`config.mk`:
```
export PLATFORM = sky130hd
export DESIGN_NAME = ring_queue_with_peek_delete_core
export DESIGN_NICKNAME = d
export VERILOG_FILES = /design/src/hdl/rqpd_pkg.sv /design/src/hdl/rqpd_slot_ram.sv /design/src/hdl/rqpd_ctrl.sv /design/src/hdl/ring_queue_with_peek_delete_core.sv
export SDC_FILE = /design/constraint.sdc
export NUM_CORES = 1
export LEC_CHECK = 0
export BUFFER_PORTS_ARGS = -buffer_cell sky130_fd_sc_hd__buf_4
export CAP_MARGIN = 20
export CORE_MARGIN = 1
export CORE_UTILIZATION = 50
export CTS_CLUSTER_DIAMETER = 200
export DETAILED_ROUTE_END_ITERATION = 8
export HOLD_SLACK_MARGIN = 0.12
export MAX_ROUTING_LAYER = met4
export PLACE_DENSITY = 0.71
export SYNTH_ARGS = -nofsm -noshare
export SYNTH_HDL_FRONTEND = slang
export SYNTH_SLANG_ARGS = --single-unit
```
`constraint.sdc`:
```
create_clock -name clk_i -period 4.8 [get_ports clk_i]
set_clock_uncertainty 0.05 [all_clocks]
set_input_delay 0.48 -clock clk_i [delete_from_list [all_inputs] [get_ports clk_i]]
set_output_delay 0.48 -clock clk_i [all_outputs]
set_load 0.01 [all_outputs]
```
`src/hdl/rqpd_pkg.sv`:
```
// ----------------------------------------------------------------------------
// rqpd_pkg
// Shared constants, command codes and control structs of the ring queue with
// peek and delete.
// ----------------------------------------------------------------------------
package rqpd_pkg;

  localparam int unsigned Depth   = 16;
  localparam int unsigned PtrW    = $clog2(Depth);
  localparam int unsigned ActW    = 8;
  localparam int unsigned PosW    = 4;
  localparam int unsigned CountW  = 4;
  localparam int unsigned CmdW    = 2;
  localparam int unsigned DataW   = 32;
  localparam int unsigned AddrW   = 3;

  typedef logic [PtrW-1:0] ptr_t;
  typedef logic [ActW-1:0] act_t;

  typedef enum logic [CmdW-1:0] {
    CMD_PUSH   = 2'd0,
    CMD_POP    = 2'd1,
    CMD_PEEK   = 2'd2,
    CMD_DELETE = 2'd3
  } cmd_e;

  // register indexes on the configuration port
  typedef enum logic [0:0] {
    REG_EMPTY_MARKER = 1'b0,
    REG_NONE         = 1'b1
  } reg_idx_e;

  // one access to the slot memory
  typedef struct packed {
    logic we;
    logic re;
    ptr_t addr;
    act_t wdata;
  } ram_req_t;

  // what the result of one transaction still needs once the read data is back
  typedef struct packed {
    logic              accepted;
    logic              use_mem;
    logic [CountW-1:0] count;
    act_t              marker;
  } res_info_t;

endpackage

```
`src/hdl/rqpd_slot_ram.sv`:
```
// ----------------------------------------------------------------------------
// rqpd_slot_ram
// Single-port slot store: one write or one read per cycle, read data
// registered.
// ----------------------------------------------------------------------------
module rqpd_slot_ram (
  input  logic               clk_i,
  input  rqpd_pkg::ram_req_t req_i,
  output rqpd_pkg::act_t     rdata_o
);

  rqpd_pkg::act_t mem_q [rqpd_pkg::Depth];
  rqpd_pkg::act_t rdata_q;

  always_ff @(posedge clk_i) begin
    if (req_i.we) begin
      mem_q[req_i.addr] <= req_i.wdata;
    end
    if (req_i.re) begin
      rdata_q <= mem_q[req_i.addr];
    end
  end

  assign rdata_o = rdata_q;

endmodule

```
`src/hdl/rqpd_ctrl.sv`:
```
// ----------------------------------------------------------------------------
// rqpd_ctrl
// Pointer keeper and command decoder: builds the slot access of a
// transaction and the result fields known at accept time.
// ----------------------------------------------------------------------------
module rqpd_ctrl (
  input  logic                          clk_i,
  input  logic                          rst_ni,
  input  logic                          accept_i,
  input  rqpd_pkg::cmd_e                cmd_i,
  input  rqpd_pkg::act_t                action_i,
  input  logic [rqpd_pkg::PosW-1:0]     position_i,
  input  rqpd_pkg::act_t                marker_i,
  output rqpd_pkg::ram_req_t            req_o,
  output rqpd_pkg::res_info_t           info_o
);

  rqpd_pkg::ptr_t wp_q, wp_d;
  rqpd_pkg::ptr_t rp_q, rp_d;
  rqpd_pkg::ptr_t held;
  rqpd_pkg::ptr_t pos_addr;
  logic           full;
  logic           empty;
  logic           pos_live;
  logic           pos_in_range;

  assign held         = rqpd_pkg::ptr_t'(wp_q - rp_q);
  assign full         = rqpd_pkg::ptr_t'(wp_q + 1'b1) == rp_q;
  assign empty        = wp_q == rp_q;
  assign pos_addr     = rqpd_pkg::ptr_t'(rp_q + rqpd_pkg::ptr_t'(position_i));
  assign pos_live     = 32'(position_i) < 32'(held);
  assign pos_in_range = 32'(position_i) < rqpd_pkg::Depth;

  always_comb begin
    wp_d          = wp_q;
    rp_d          = rp_q;
    req_o.we      = 1'b0;
    req_o.re      = 1'b0;
    req_o.addr    = pos_addr;
    req_o.wdata   = marker_i;
    info_o.accepted = 1'b0;
    info_o.use_mem  = 1'b0;
    info_o.marker   = marker_i;
    unique case (cmd_i)
      rqpd_pkg::CMD_PUSH: begin
        req_o.addr  = wp_q;
        req_o.wdata = action_i;
        if (!full) begin
          req_o.we        = accept_i;
          wp_d            = rqpd_pkg::ptr_t'(wp_q + 1'b1);
          info_o.accepted = 1'b1;
        end
      end
      rqpd_pkg::CMD_POP: begin
        req_o.addr = rp_q;
        if (!empty) begin
          req_o.re       = accept_i;
          rp_d           = rqpd_pkg::ptr_t'(rp_q + 1'b1);
          info_o.use_mem = 1'b1;
        end
      end
      rqpd_pkg::CMD_PEEK: begin
        if (pos_live) begin
          req_o.re       = accept_i;
          info_o.use_mem = 1'b1;
        end
      end
      rqpd_pkg::CMD_DELETE: begin
        // overwrite even past the count; the slot is simply dead
        req_o.we = accept_i && pos_in_range;
      end
      default: ;
    endcase
    info_o.count = rqpd_pkg::CountW'(rqpd_pkg::ptr_t'(wp_d - rp_d));
  end

  always_ff @(posedge clk_i or negedge rst_ni) begin
    if (!rst_ni) begin
      wp_q <= '0;
      rp_q <= '0;
    end else if (accept_i) begin
      wp_q <= wp_d;
      rp_q <= rp_d;
    end
  end

endmodule

```
`src/hdl/ring_queue_with_peek_delete_core.sv`:
```
// ----------------------------------------------------------------------------
// ring_queue_with_peek_delete_core
// Circular queue of action codes with push, pop, peek and delete commands,
// holding up to Depth-1 entries in a single-port slot memory.
// ----------------------------------------------------------------------------
//  channel | handshake               | payload
//  --------+-------------------------+------------------------------------
//  in      | in_valid_i/in_ready_o   | command_i, action_in_i, position_i
//  out     | out_valid_o/out_ready_i | accepted_o, action_out_o, count_o
//  cfg     | psel/penable/pwrite     | paddr, pwdata, prdata
//
// From accept to result, the slot memory is accessed at the accept edge
// and its registered read data is steered into the output register once
// the pending transaction can move on. One transaction can be accepted per
// cycle while the output side keeps up. Reset clears both pointers and the
// empty marker; slot contents stay undefined. A stalled output holds the
// pending transaction in place and drops in_ready_o.
// ----------------------------------------------------------------------------
module ring_queue_with_peek_delete_core (
  input  logic                              clk_i,
  input  logic                              rst_ni,
  // command channel
  input  logic                              in_valid_i,
  output logic                              in_ready_o,
  input  logic [rqpd_pkg::CmdW-1:0]         command_i,
  input  logic [rqpd_pkg::ActW-1:0]         action_in_i,
  input  logic [rqpd_pkg::PosW-1:0]         position_i,
  // result channel
  output logic                              out_valid_o,
  input  logic                              out_ready_i,
  output logic                              accepted_o,
  output logic [rqpd_pkg::ActW-1:0]         action_out_o,
  output logic [rqpd_pkg::CountW-1:0]       count_o,
  // configuration port
  input  logic                              psel,
  input  logic                              penable,
  input  logic                              pwrite,
  input  logic [rqpd_pkg::AddrW-1:0]        paddr,
  input  logic [rqpd_pkg::DataW-1:0]        pwdata,
  output logic [rqpd_pkg::DataW-1:0]        prdata,
  output logic                              pready
);

  rqpd_pkg::act_t      marker_q;
  rqpd_pkg::reg_idx_e  reg_idx;
  logic                cfg_wr;

  logic                in_accept;
  logic                move;
  rqpd_pkg::ram_req_t  ram_req;
  rqpd_pkg::act_t      rdata;
  rqpd_pkg::res_info_t info;

  logic                pend_q;
  rqpd_pkg::res_info_t pend_info_q;
  logic                out_valid_q;
  logic                out_acc_q;
  rqpd_pkg::act_t      out_act_q;
  logic [rqpd_pkg::CountW-1:0] out_count_q;

  // configuration register
  assign pready  = 1'b1;
  assign reg_idx = rqpd_pkg::reg_idx_e'(paddr[rqpd_pkg::AddrW-1]);
  assign cfg_wr  = psel && penable && pwrite && pready;

  always_ff @(posedge clk_i or negedge rst_ni) begin
    if (!rst_ni) begin
      marker_q <= '0;
    end else if (cfg_wr && reg_idx == rqpd_pkg::REG_EMPTY_MARKER) begin
      marker_q <= pwdata[rqpd_pkg::ActW-1:0];
    end
  end

  always_comb begin
    unique case (reg_idx)
      rqpd_pkg::REG_EMPTY_MARKER: prdata = rqpd_pkg::DataW'(marker_q);
      default:                    prdata = '0;
    endcase
  end

  // datapath
  assign move       = pend_q && (!out_valid_q || out_ready_i);
  assign in_ready_o = !pend_q || move;
  assign in_accept  = in_valid_i && in_ready_o;

  rqpd_ctrl u_ctrl (
    .clk_i      (clk_i),
    .rst_ni     (rst_ni),
    .accept_i   (in_accept),
    .cmd_i      (rqpd_pkg::cmd_e'(command_i)),
    .action_i   (action_in_i),
    .position_i (position_i),
    .marker_i   (marker_q),
    .req_o      (ram_req),
    .info_o     (info)
  );

  rqpd_slot_ram u_ram (
    .clk_i   (clk_i),
    .req_i   (ram_req),
    .rdata_o (rdata)
  );

  always_ff @(posedge clk_i or negedge rst_ni) begin
    if (!rst_ni) begin
      pend_q      <= 1'b0;
      out_valid_q <= 1'b0;
    end else begin
      if (in_accept) begin
        pend_q <= 1'b1;
      end else if (move) begin
        pend_q <= 1'b0;
      end
      if (move) begin
        out_valid_q <= 1'b1;
      end else if (out_ready_i) begin
        out_valid_q <= 1'b0;
      end
    end
  end

  always_ff @(posedge clk_i) begin
    if (in_accept) begin
      pend_info_q <= info;
    end
    if (move) begin
      out_acc_q   <= pend_info_q.accepted;
      out_act_q   <= pend_info_q.use_mem ? rdata : pend_info_q.marker;
      out_count_q <= pend_info_q.count;
    end
  end

  assign out_valid_o  = out_valid_q;
  assign accepted_o   = out_acc_q;
  assign action_out_o = out_act_q;
  assign count_o      = out_count_q;

  // a pending transaction stays until it moves to the output register
  assert property (@(posedge clk_i) disable iff (!rst_ni)
    pend_q && !move |=> pend_q)
    else $error("pending transaction lost");

  // only a push can be reported as accepted
  assert property (@(posedge clk_i) disable iff (!rst_ni)
    in_accept && command_i != rqpd_pkg::CMD_PUSH |=> !pend_info_q.accepted)
    else $error("accepted set on a non-push command");

  // the slot memory never sees a read and a write in the same cycle
  assert property (@(posedge clk_i) disable iff (!rst_ni)
    !(ram_req.we && ram_req.re))
    else $error("slot memory read and write collide");

  // a result marked as memory data always had its slot read issued
  assert property (@(posedge clk_i) disable iff (!rst_ni)
    in_accept && info.use_mem |-> ram_req.re)
    else $error("memory result without slot read");

endmodule
```
==> results.tsv, run 1 <==
metric	value	unit
area_growth	15.85	%
cp-end-kind	register	
viasPerCell	5.424	
swShare	31.30	%
dieArea	16610	sq um
design_area	9326	sq um
combPwrFrac	34.4	%
power.internal	0.003745	W
synth_top_cell_by_area	edfxtp_1	
routabilityCongestion	0.8254	
rsz0062_at_grt	no	
insertion_delay	0.43	ns
grt_max_degree	68	
post_cts_buffers	0	
cts_sinks	181	
portBuffers	52	
place_hpwl	10580	microns
ys_types	49	
layout_commonest_cell	edfxtp_1	
crit_fanout	6	
drive_above_1_share	27.41	%
required	4.93	ns
wl_per_cell	19.36	microns
report.final.slew_viol_count	0	
final_util	58.92	%
worstSetupPathType	register to register	
ys.flop_type	edfxtp_1	
setup_viol_count_final	0	
grt_pass1_vias	4301	
cts_tree	yes	
vdd_drop_max	0.3079	mV
relSlewSlack	41.76	%
synth_cells	507	
pwr-share-seq	38.3	%
synthesis.area	8050	sq um
cts_buffers	17	
hold_class	primary input to register	
ant_nets	0	
die_w	128.9	microns
critPathLaunchType	register	
diodes	0	
multi_input_area	2449	sq um
core_area	15830	sq um
fillerInstances	1214	
period_needed	3.542	ns
totalWireLength	15630	microns
status	complete, no violations	
place_area	8673	sq um
period_share	73.80	%
path_clk_slew	0.06	ns
hold_violations	0	
grt_usage	20.15	%
avgSynthCellArea	15.88	sq um
drt_drc_violations_left	0	
fmax	282.3	MHz
ys_seq_area_share	66.40	%
htree_levels	4	
final_cell_mix	163 x edfxtp_1, 71 x buf_4, 59 x mux2_2	
worstMarginPinSlew	0.8737	ns
antenna_found_initial	0	
root_buffer	clkbuf_16	
yosysWarnings	0	
cp.arrival	3.67	ns
design.portCount	104	
regArea	5345	sq um
final.setup.tns	0	ns
start_util	50.86	%
power.density	584.5	nW/um^2
firstDrtPassIters	5	
vias	4377	
grt-ovfl-total	0	
clockBufferDepth	2	
drt_iter0_drc	288	
yosys-top-cells-area	edfxtp_1 61%, mux2_2 8.3%, dfrtp_1 5.6%	
synth-seq-cells	181	
p_sw	0.001706	W
clock_power_share	27.4	%
netlist.area_leader.share	60.80	%
cap_violations	0	
row_count	46	
synth-edff-count	163	
die_h	128.9	microns
synthArstFlopShare	9.945	%
grt_pass1_wl	23090	microns
nets	655	
p_leak	3.478	nW
[cells by family (layout without fill, tap and decap cells)]
family	count (synthesis)	after routing	share of synthesized area, %
flops	181	181	66.40
mux	99	99	13.29
simple gates	68	68	4.694
buf+inv	59	120	4.352
compound gates	55	55	5.238
xor+xnor	22	22	2.393
fa+ha+maj	21	21	3.544
other cells	2	25	0.09329
[cell type report]
type                            count  area share [%]
Sequential cell                   181           57.31
Timing Repair Buffer               73           6.037
Clock buffer                       24           5.058
Multi-Input combinational cell    290           26.25
Inverter                           15          0.6037
Tap cell                          216           2.898
Clock inverter                      8           1.838
[synth_stat cells, types with 2 or more instances]
master	count
nand3_1	2
a22o_1	2
nand3b_1	3
buf_4	29
dfrtp_1	18
mux2i_1	36
nor2_1	9
a21oi_1	4
o21ai_0	3
a22oi_1	4
clkbuf_1	3
mux2_2	59
ha_1	18
conb_1	2
o21a_1	2
o22ai_1	14
a21o_1	4
xor2_1	4
xnor2_1	18
edfxtp_1	163
buf_2	10
a221oi_1	14
fa_1	3
inv_1	15
nor2b_1	10
and2_1	2
nand4_1	3
mux2_1	4
nor3_1	9
nand2b_1	4
nor4_1	8
nand2_1	11
[state kept, by name (all words and copies together) (netlist names)]
signal,cells
count_o,4
u_ram.rdata_o,8
u_ram.mem_q,128
u_ctrl.wp_q,4
u_ctrl.rp_q,4
pend_q,1
out_valid_o,1
pend_info_q,14
marker_q,8
accepted_o,1
action_out_o,8
[worst max-delay path, stage by stage (launching register included)]
cell     delay (ns)
dfrtp_1        0.45
xnor2_1        0.42
xor2_1         0.19
o41ai_4        0.58
mux2i_1        0.39
inv_1          0.09
ha_1           0.32
a21o_1         0.19
a21oi_1        0.22
xnor2_1        0.16
xnor2_1        0.15
xnor2_1        0.08
[layer usage]
metal	vias up	share of wire (%)	wire, microns	GRT usage [%]
li1	2039	-	-	-
met1	2190	44	6843	25.46
met2	131	51	7917	32.94
met3	17	3.9	617	3.160
met4	0	1.6	247	7.405
met5	-	0	0	-
[power by group through the flow]
stage / Sequential [W] / Combinational, W / Clock (W)
2_1_floorplan: 0.00208 / 0.00141 / 0
3_3_place_gp: 0.00211 / 0.00182 / 0
3_5_place_dp: 0.00212 / 0.00187 / 0
4_1_cts: 0.00209 / 0.00189 / 0.00150
5_1_grt: 0.00210 / 0.00203 / 0.00156
6_report: 0.00209 / 0.00187 / 0.00149
[per-stage QoR]
step | instances | power [W] | hold WS, ns | setup WS, ns
6_report | 807 | 0.005452 | 0.2160 | 1.258
5_1_grt | 807 | 0.005690 | 0.2139 | 1.152
4_1_cts | 807 | 0.005477 | 0.2028 | 1.320
3_5_place_dp | 774 | 0.003987 | 0.3212 | 1.120
3_3_place_gp | 774 | 0.003926 | 0.3115 | 1.201
2_1_floorplan | 530 | 0.003491 | 0.1344 | 1.557
[what timing repair did]
action	CTS	global route
hold buffers	1	0
endpoints found under the hold margin	18	0
gates resized for setup	0	0
[final timing paths]
path / start / endpoint / slack, ns / cells after the start
max: u_ctrl.wp_q[3] / pend_info_q[11] / 1.26 / 11
min: in_valid_i / pend_q / 0.22 / 2
max reg2reg: u_ctrl.wp_q[3] / pend_info_q[11] / 1.26 / 11
min reg2reg: pend_info_q[11] / count_o[3] / 0.37 / 0
max in group asynchronous: rst_ni / marker_q[1] / 4.08 / 2
min in group asynchronous: rst_ni / u_ctrl.wp_q[3] / 0.41 / 2
(Power assumes the default switching activity.)
==> run 2: changes to the inputs <==
clock period = 3.4 ns   (was 4.8 ns; I/O delays follow)
==> run 2 against run 1 <==
Compared with the run above:
- sequential share of layout area down 1.1 points
- non-clock buffer count rose by 16
- critical path depth rose by 1
- core utilization grew 1.2 points
==> results.tsv, run 2 (same netlist as run 1, synthesis figures left out) <==
metric	value	unit
insertion_delay	0.43	ns
period_needed	3.209	ns
firstDrtPassIters	6	
regMostFlops	u_ram.mem_q	
hold_class	primary input to register	
power.internal	0.005371	W
core_area	15830	sq um
swShare	31.31	%
critPathLaunchType	register	
portBuffers	52	
crit_top_cell	inv_1	
status	complete, no violations	
largest_reg_flops	128	
vdd_drop_max	0.4110	mV
crit_fanout	8	
row_count	46	
die_h	128.9	microns
area_growth	18.17	%
grt_pass1_wl	25080	microns
rsz0062_at_grt	no	
worstSetupPathType	register to register	
cap_violations	0	
hold_violations	0	
pre_cts_ws	-0.002935	ns
finalPower	0.007819	W
required	3.47	ns
drive_above_1_share	28.83	%
ant_nets	0	
wl_per_cell	20.00	microns
totalWireLength	16460	microns
cts_buffers	17	
power.density	821.9	nW/um^2
cp_top_family	adder cells	
cp_slowest_cell	fa_1	
dpl.cell_count	781	
grt-ovfl-total	0	
viasPerCell	5.542	
layout_commonest_cell	edfxtp_1	
start_util	50.86	%
period_share	94.39	%
die_w	128.9	microns
antenna_found_initial	0	
final.setup.tns	0	ns
clock_power_share	27.7	%
place_hpwl	11050	microns
drt_drc_violations_left	0	
drt_iter0_drc	441	
dieArea	16610	sq um
crit_chain	inv_1, ha_1, inv_1, fa_1, inv_1, ha_1, o21a_1, o21a_1, o21ai_0, a31oi_1, nor2b_1, and2_2	
grt_pass1_vias	4544	
report.final.slew_viol_count	0	
largestRegisters	u_ram.mem_q (128), pend_info_q (14)	
clockBufferDepth	2	
cts_sinks	181	
final_cells	823	
root_buffer	clkbuf_16	
path_clk_slew	0.07	ns
fin_ws	0.1908	ns
worstMarginPinSlew	0.6678	ns
setup_viol_count_final	0	
combPwrFrac	34.6	%
cp.arrival	3.28	ns
ff2ff_setup_slack	0.19	ns
nets	671	
grt_usage	21.55	%
htree_levels	4	
p_leak	3.575	nW
diodes	0	
p_sw	0.002448	W
worst-path-buf-inv	3	
relSlewSlack	55.43	%
critPathMaxStageDelay	0.54	ns
final_cell_mix	163 x edfxtp_1, 77 x buf_4, 59 x mux2_2	
cts_tree	yes	
grt_max_degree	35	
fmax	311.6	MHz
pwr-share-seq	37.7	%
post_cts_buffers	0	
routabilityCongestion	0.8467	
vias	4561	
design.portCount	104	
cp-end-kind	register	
## run 2: worst reg2reg max path, delay by kind of cell (launching register included)
family / cells / cell delay, ns
adders and majority gates: 3 / 0.97
and+or+nand+nor: 2 / 0.64
AOI/OAI and AO/OA: 4 / 0.55
DFF: 1 / 0.42
buffers and inverters: 3 / 0.26
## run 2: layer usage
layer  GRT usage [%]  share of wire (%)  routed length [microns]  vias to the layer above
li1                -                  -                        -                     2070
met1           28.28                 43                     7127                     2297
met2           33.64                 50                     8155                      165
met3           3.410                4.7                      781                       29
met4           8.789                2.4                      392                        0
met5               -                  0                        0                        -
## run 2: final timing paths
kind                                start          endpoint  depth (start not counted)
setup / recovery           u_ctrl.wp_q[0]  u_ram.rdata_o[1]                         12
hold / removal                out_ready_i       out_valid_o                          3
setup reg to reg           u_ctrl.wp_q[0]  u_ram.rdata_o[1]                         12
hold reg to reg            pend_info_q[8]        count_o[0]                          0
max in group asynchronous          rst_ni    u_ctrl.wp_q[3]                          2
min in group asynchronous          rst_ni    u_ctrl.rp_q[1]                          2
## run 2: stage by stage
stage	hold slack, ns	area, sq um	utilization (%)
final	0.1449	9513	60.10
after detailed placement	0.1866	8738	55.21
after global routing	0.1633	9513	60.10
after floorplan	-0.005591	8137	-
after global placement	0.1748	8738	55.21
after CTS	0.1298	9502	60.03
## run 2: repair_timing
item / in CTS / in global routing
endpoints found under the setup margin: 3 / 15
hold buffers: 10 / 0
gates resized for setup: 1 / 3
hold endpoints to repair: 27 / 0
## run 2: power by group through the flow
| stage | clock [W] | combinational [W] | sequential, W |
|---|---|---|---|
| 3_5_place_dp | 0 | 0.00268 | 0.00299 |
| 3_3_place_gp | 0 | 0.00259 | 0.00298 |
| 2_1_floorplan | 0 | 0.00199 | 0.00293 |
| 6_report | 0.00217 | 0.00270 | 0.00295 |
| 4_1_cts | 0.00219 | 0.00271 | 0.00294 |
| 5_1_grt | 0.00227 | 0.00296 | 0.00297 |
## run 2: layout make-up
type | count | area, sq um
Clock buffer | 23 | 488.0
Clock inverter | 9 | 172.7
Fill cell | 1154 | 6315
Inverter | 15 | 56.30
Multi-Input combinational cell | 290 | 2462
Sequential cell | 181 | 5345
Tap cell | 216 | 270.3
Timing Repair Buffer | 89 | 718.2
==> run 3: changes to the inputs <==
RECOVER_POWER = 50   (was default)
==> run 3 against run 2 <==
Compared with the run above:
- cell count is the same
- count of clock-buffer cells in the layout is the same
- power shrank 0.50%
- sequential cell count is the same
- sequential share of layout area grew 0.63 points
- die area is the same
- worst setup slack lost 0.0050 ns
- hold slack is essentially flat
- wire length grew 0.46%
- clock power is essentially flat
- largest cell class unchanged
- largest power group unchanged
==> results.tsv, run 3 (same netlist as run 1, synthesis figures left out) <==
metric	value	unit
nets	671	
diodes	0	
power.density	827.0	nW/um^2
ant_nets	0	
combPwrFrac	34.3	%
path_clk_slew	0.06	ns
crit_fanout	4	
vias	4587	
grt_use_met2	33.64	%
core_area	15830	sq um
cp.arrival	3.34	ns
die_w	128.9	microns
setup_viol_count_final	0	
place_area	8738	sq um
timing.rr.start	u_ctrl.wp_q[3]	
hold_violations	0	
cts_tree	yes	
worstMarginPinSlew	1.129	ns
antenna_found_initial	0	
wl_per_cell	20.09	microns
grt_max_degree	35	
cp_top_family	XOR/XNOR gates	
drt_drc_violations_left	0	
portBuffers	52	
design.portCount	104	
relSlewSlack	24.74	%
grt-ovfl-total	0	
ff2ff_setup_slack	0.19	ns
grtUsageMet1	28.28	%
worstSetupPathType	register to register	
reg2regPathDepth	11	
layout_commonest_cell	edfxtp_1	
min_from	out_ready_i	
row_count	46	
gr-max-usage-layer	met2	
swShare	31.46	%
worst-path-buf-inv	1	
pre_cts_ws	-0.002935	ns
finalPower	0.007780	W
insertion_delay	0.43	ns
crit_top_cell	xnor2_1	
drt_iter0_drc	493	
final_cell_mix	163 x edfxtp_1, 51 x mux2_2, 49 x buf_4	
critPathLaunchType	register	
dieArea	16610	sq um
period_share	94.54	%
area_growth	16.86	%
fmax	311.1	MHz
timing.hold.ws	0.1445	ns
clockBufferDepth	2	
root_buffer	clkbuf_16	
p_sw	0.002448	W
crit_chain	xnor2_2, xor2_1, o41ai_4, mux2i_1, inv_1, ha_1, a21o_1, a21oi_1, xnor2_1, xnor2_1, xnor2_1	
cap_violations	0	
cp_slowest_cell	dfrtp_1	
vdd_drop_max	0.4125	mV
htree_levels	4	
rsz0062_at_grt	no	
power.internal	0.005332	W
cts_sinks	181	
regMostFlops	u_ram.mem_q	
period_needed	3.214	ns
grt_usage	21.55	%
design_area	9408	sq um
whs_path_depth	3	
cp-end-kind	register	
viasPerCell	5.574	
die_h	128.9	microns
critPathMaxStageDelay	0.48	ns
drive_above_1_share	22.90	%
largest_reg_flops	128	
place_hpwl	11050	microns
pwr-share-seq	37.9	%
p_leak	3.473	nW
clock_power_share	27.8	%
r2r-end	pend_info_q[11]	
routabilityCongestion	0.8467	
required	3.53	ns
fin_ws	0.1857	ns
worstHoldEndpoint	out_valid_o	
globalRouteMet3Util	3.410	%
hold_class	primary input to register	
totalWireLength	16530	microns
start_util	50.86	%
grt_pass1_wl	25080	microns
firstDrtPassIters	5	
status	complete, no violations	
final.setup.tns	0	ns
largestRegisters	u_ram.mem_q (128), pend_info_q (14)	
cts_buffers	17	
report.final.slew_viol_count	0	
grt_pass1_vias	4544	
## run 3: changes by cell type in the layout (fill, tap and decap cells not counted), sizes merged
cell / change
clkbuf: +28
buf: -28
## run 3: repair_timing
action	in CTS	in global routing
setup endpoints to repair	3	15
hold endpoints to repair	27	0
buffers inserted	0	0
hold buffers	10	0
cloned	0	0
resized for setup	1	3
## run 3: tightest hold or removal path: stages
cell and delay, ns:
buf_4 0.08, nand2b_1 0.10, nand2b_1 0.06
## run 3: metrics by stage
stage | instances | util, %
6_report | 823 | 59.44
5_1_grt | 823 | 59.44
4_1_cts | 823 | 60.03
3_5_place_dp | 781 | 55.21
3_3_place_gp | 781 | 55.21
2_1_floorplan | 530 | -
## run 3: area by class of cell
type,count,area (sq um)
multi-input cells,290,2462
flip-flops and latches,181,5345
clock buffers,23,488.0
inverters,15,56.30
repair buffers,89,613.1
fillers,1188,6420
well taps,216,270.3
clock inverters,9,172.7
## run 3: how the worst max path moves through the flow
| stage | startpoint | to | slack (ns) | cells after the start |
|---|---|---|---|---|
| CTS | u_ctrl.rp_q[0] | u_ram.rdata_o[7] | 0.07 | 9 |
| global placement | u_ctrl.rp_q[0] | u_ram.rdata_o[7] | 0.07 | 8 |
| detailed placement | u_ctrl.rp_q[0] | u_ram.rdata_o[1] | -0.003 | 8 |
| finish | u_ctrl.wp_q[3] | pend_info_q[11] | 0.19 | 11 |
| floorplan | u_ctrl.rp_q[1] | u_ram.mem_q[10][0] | 0.16 | 8 |
| global route | u_ctrl.wp_q[3] | pend_info_q[11] | 0.03 | 11 |
## run 3: metal layers
metal,share of wire [%],up-vias
li1,-,2072
met1,43,2318
met2,50,172
met3,5.1,25
met4,2.1,0
met5,0,-
## run 3: power by group through the flow
stage	registers (W)	clock network [W]	logic, W
final	0.00295	0.00217	0.00267
after global routing	0.00297	0.00227	0.00292
after floorplan	0.00293	0	0.00199
after CTS	0.00294	0.00219	0.00271
after detailed placement	0.00299	0	0.00268
after global placement	0.00298	0	0.00259
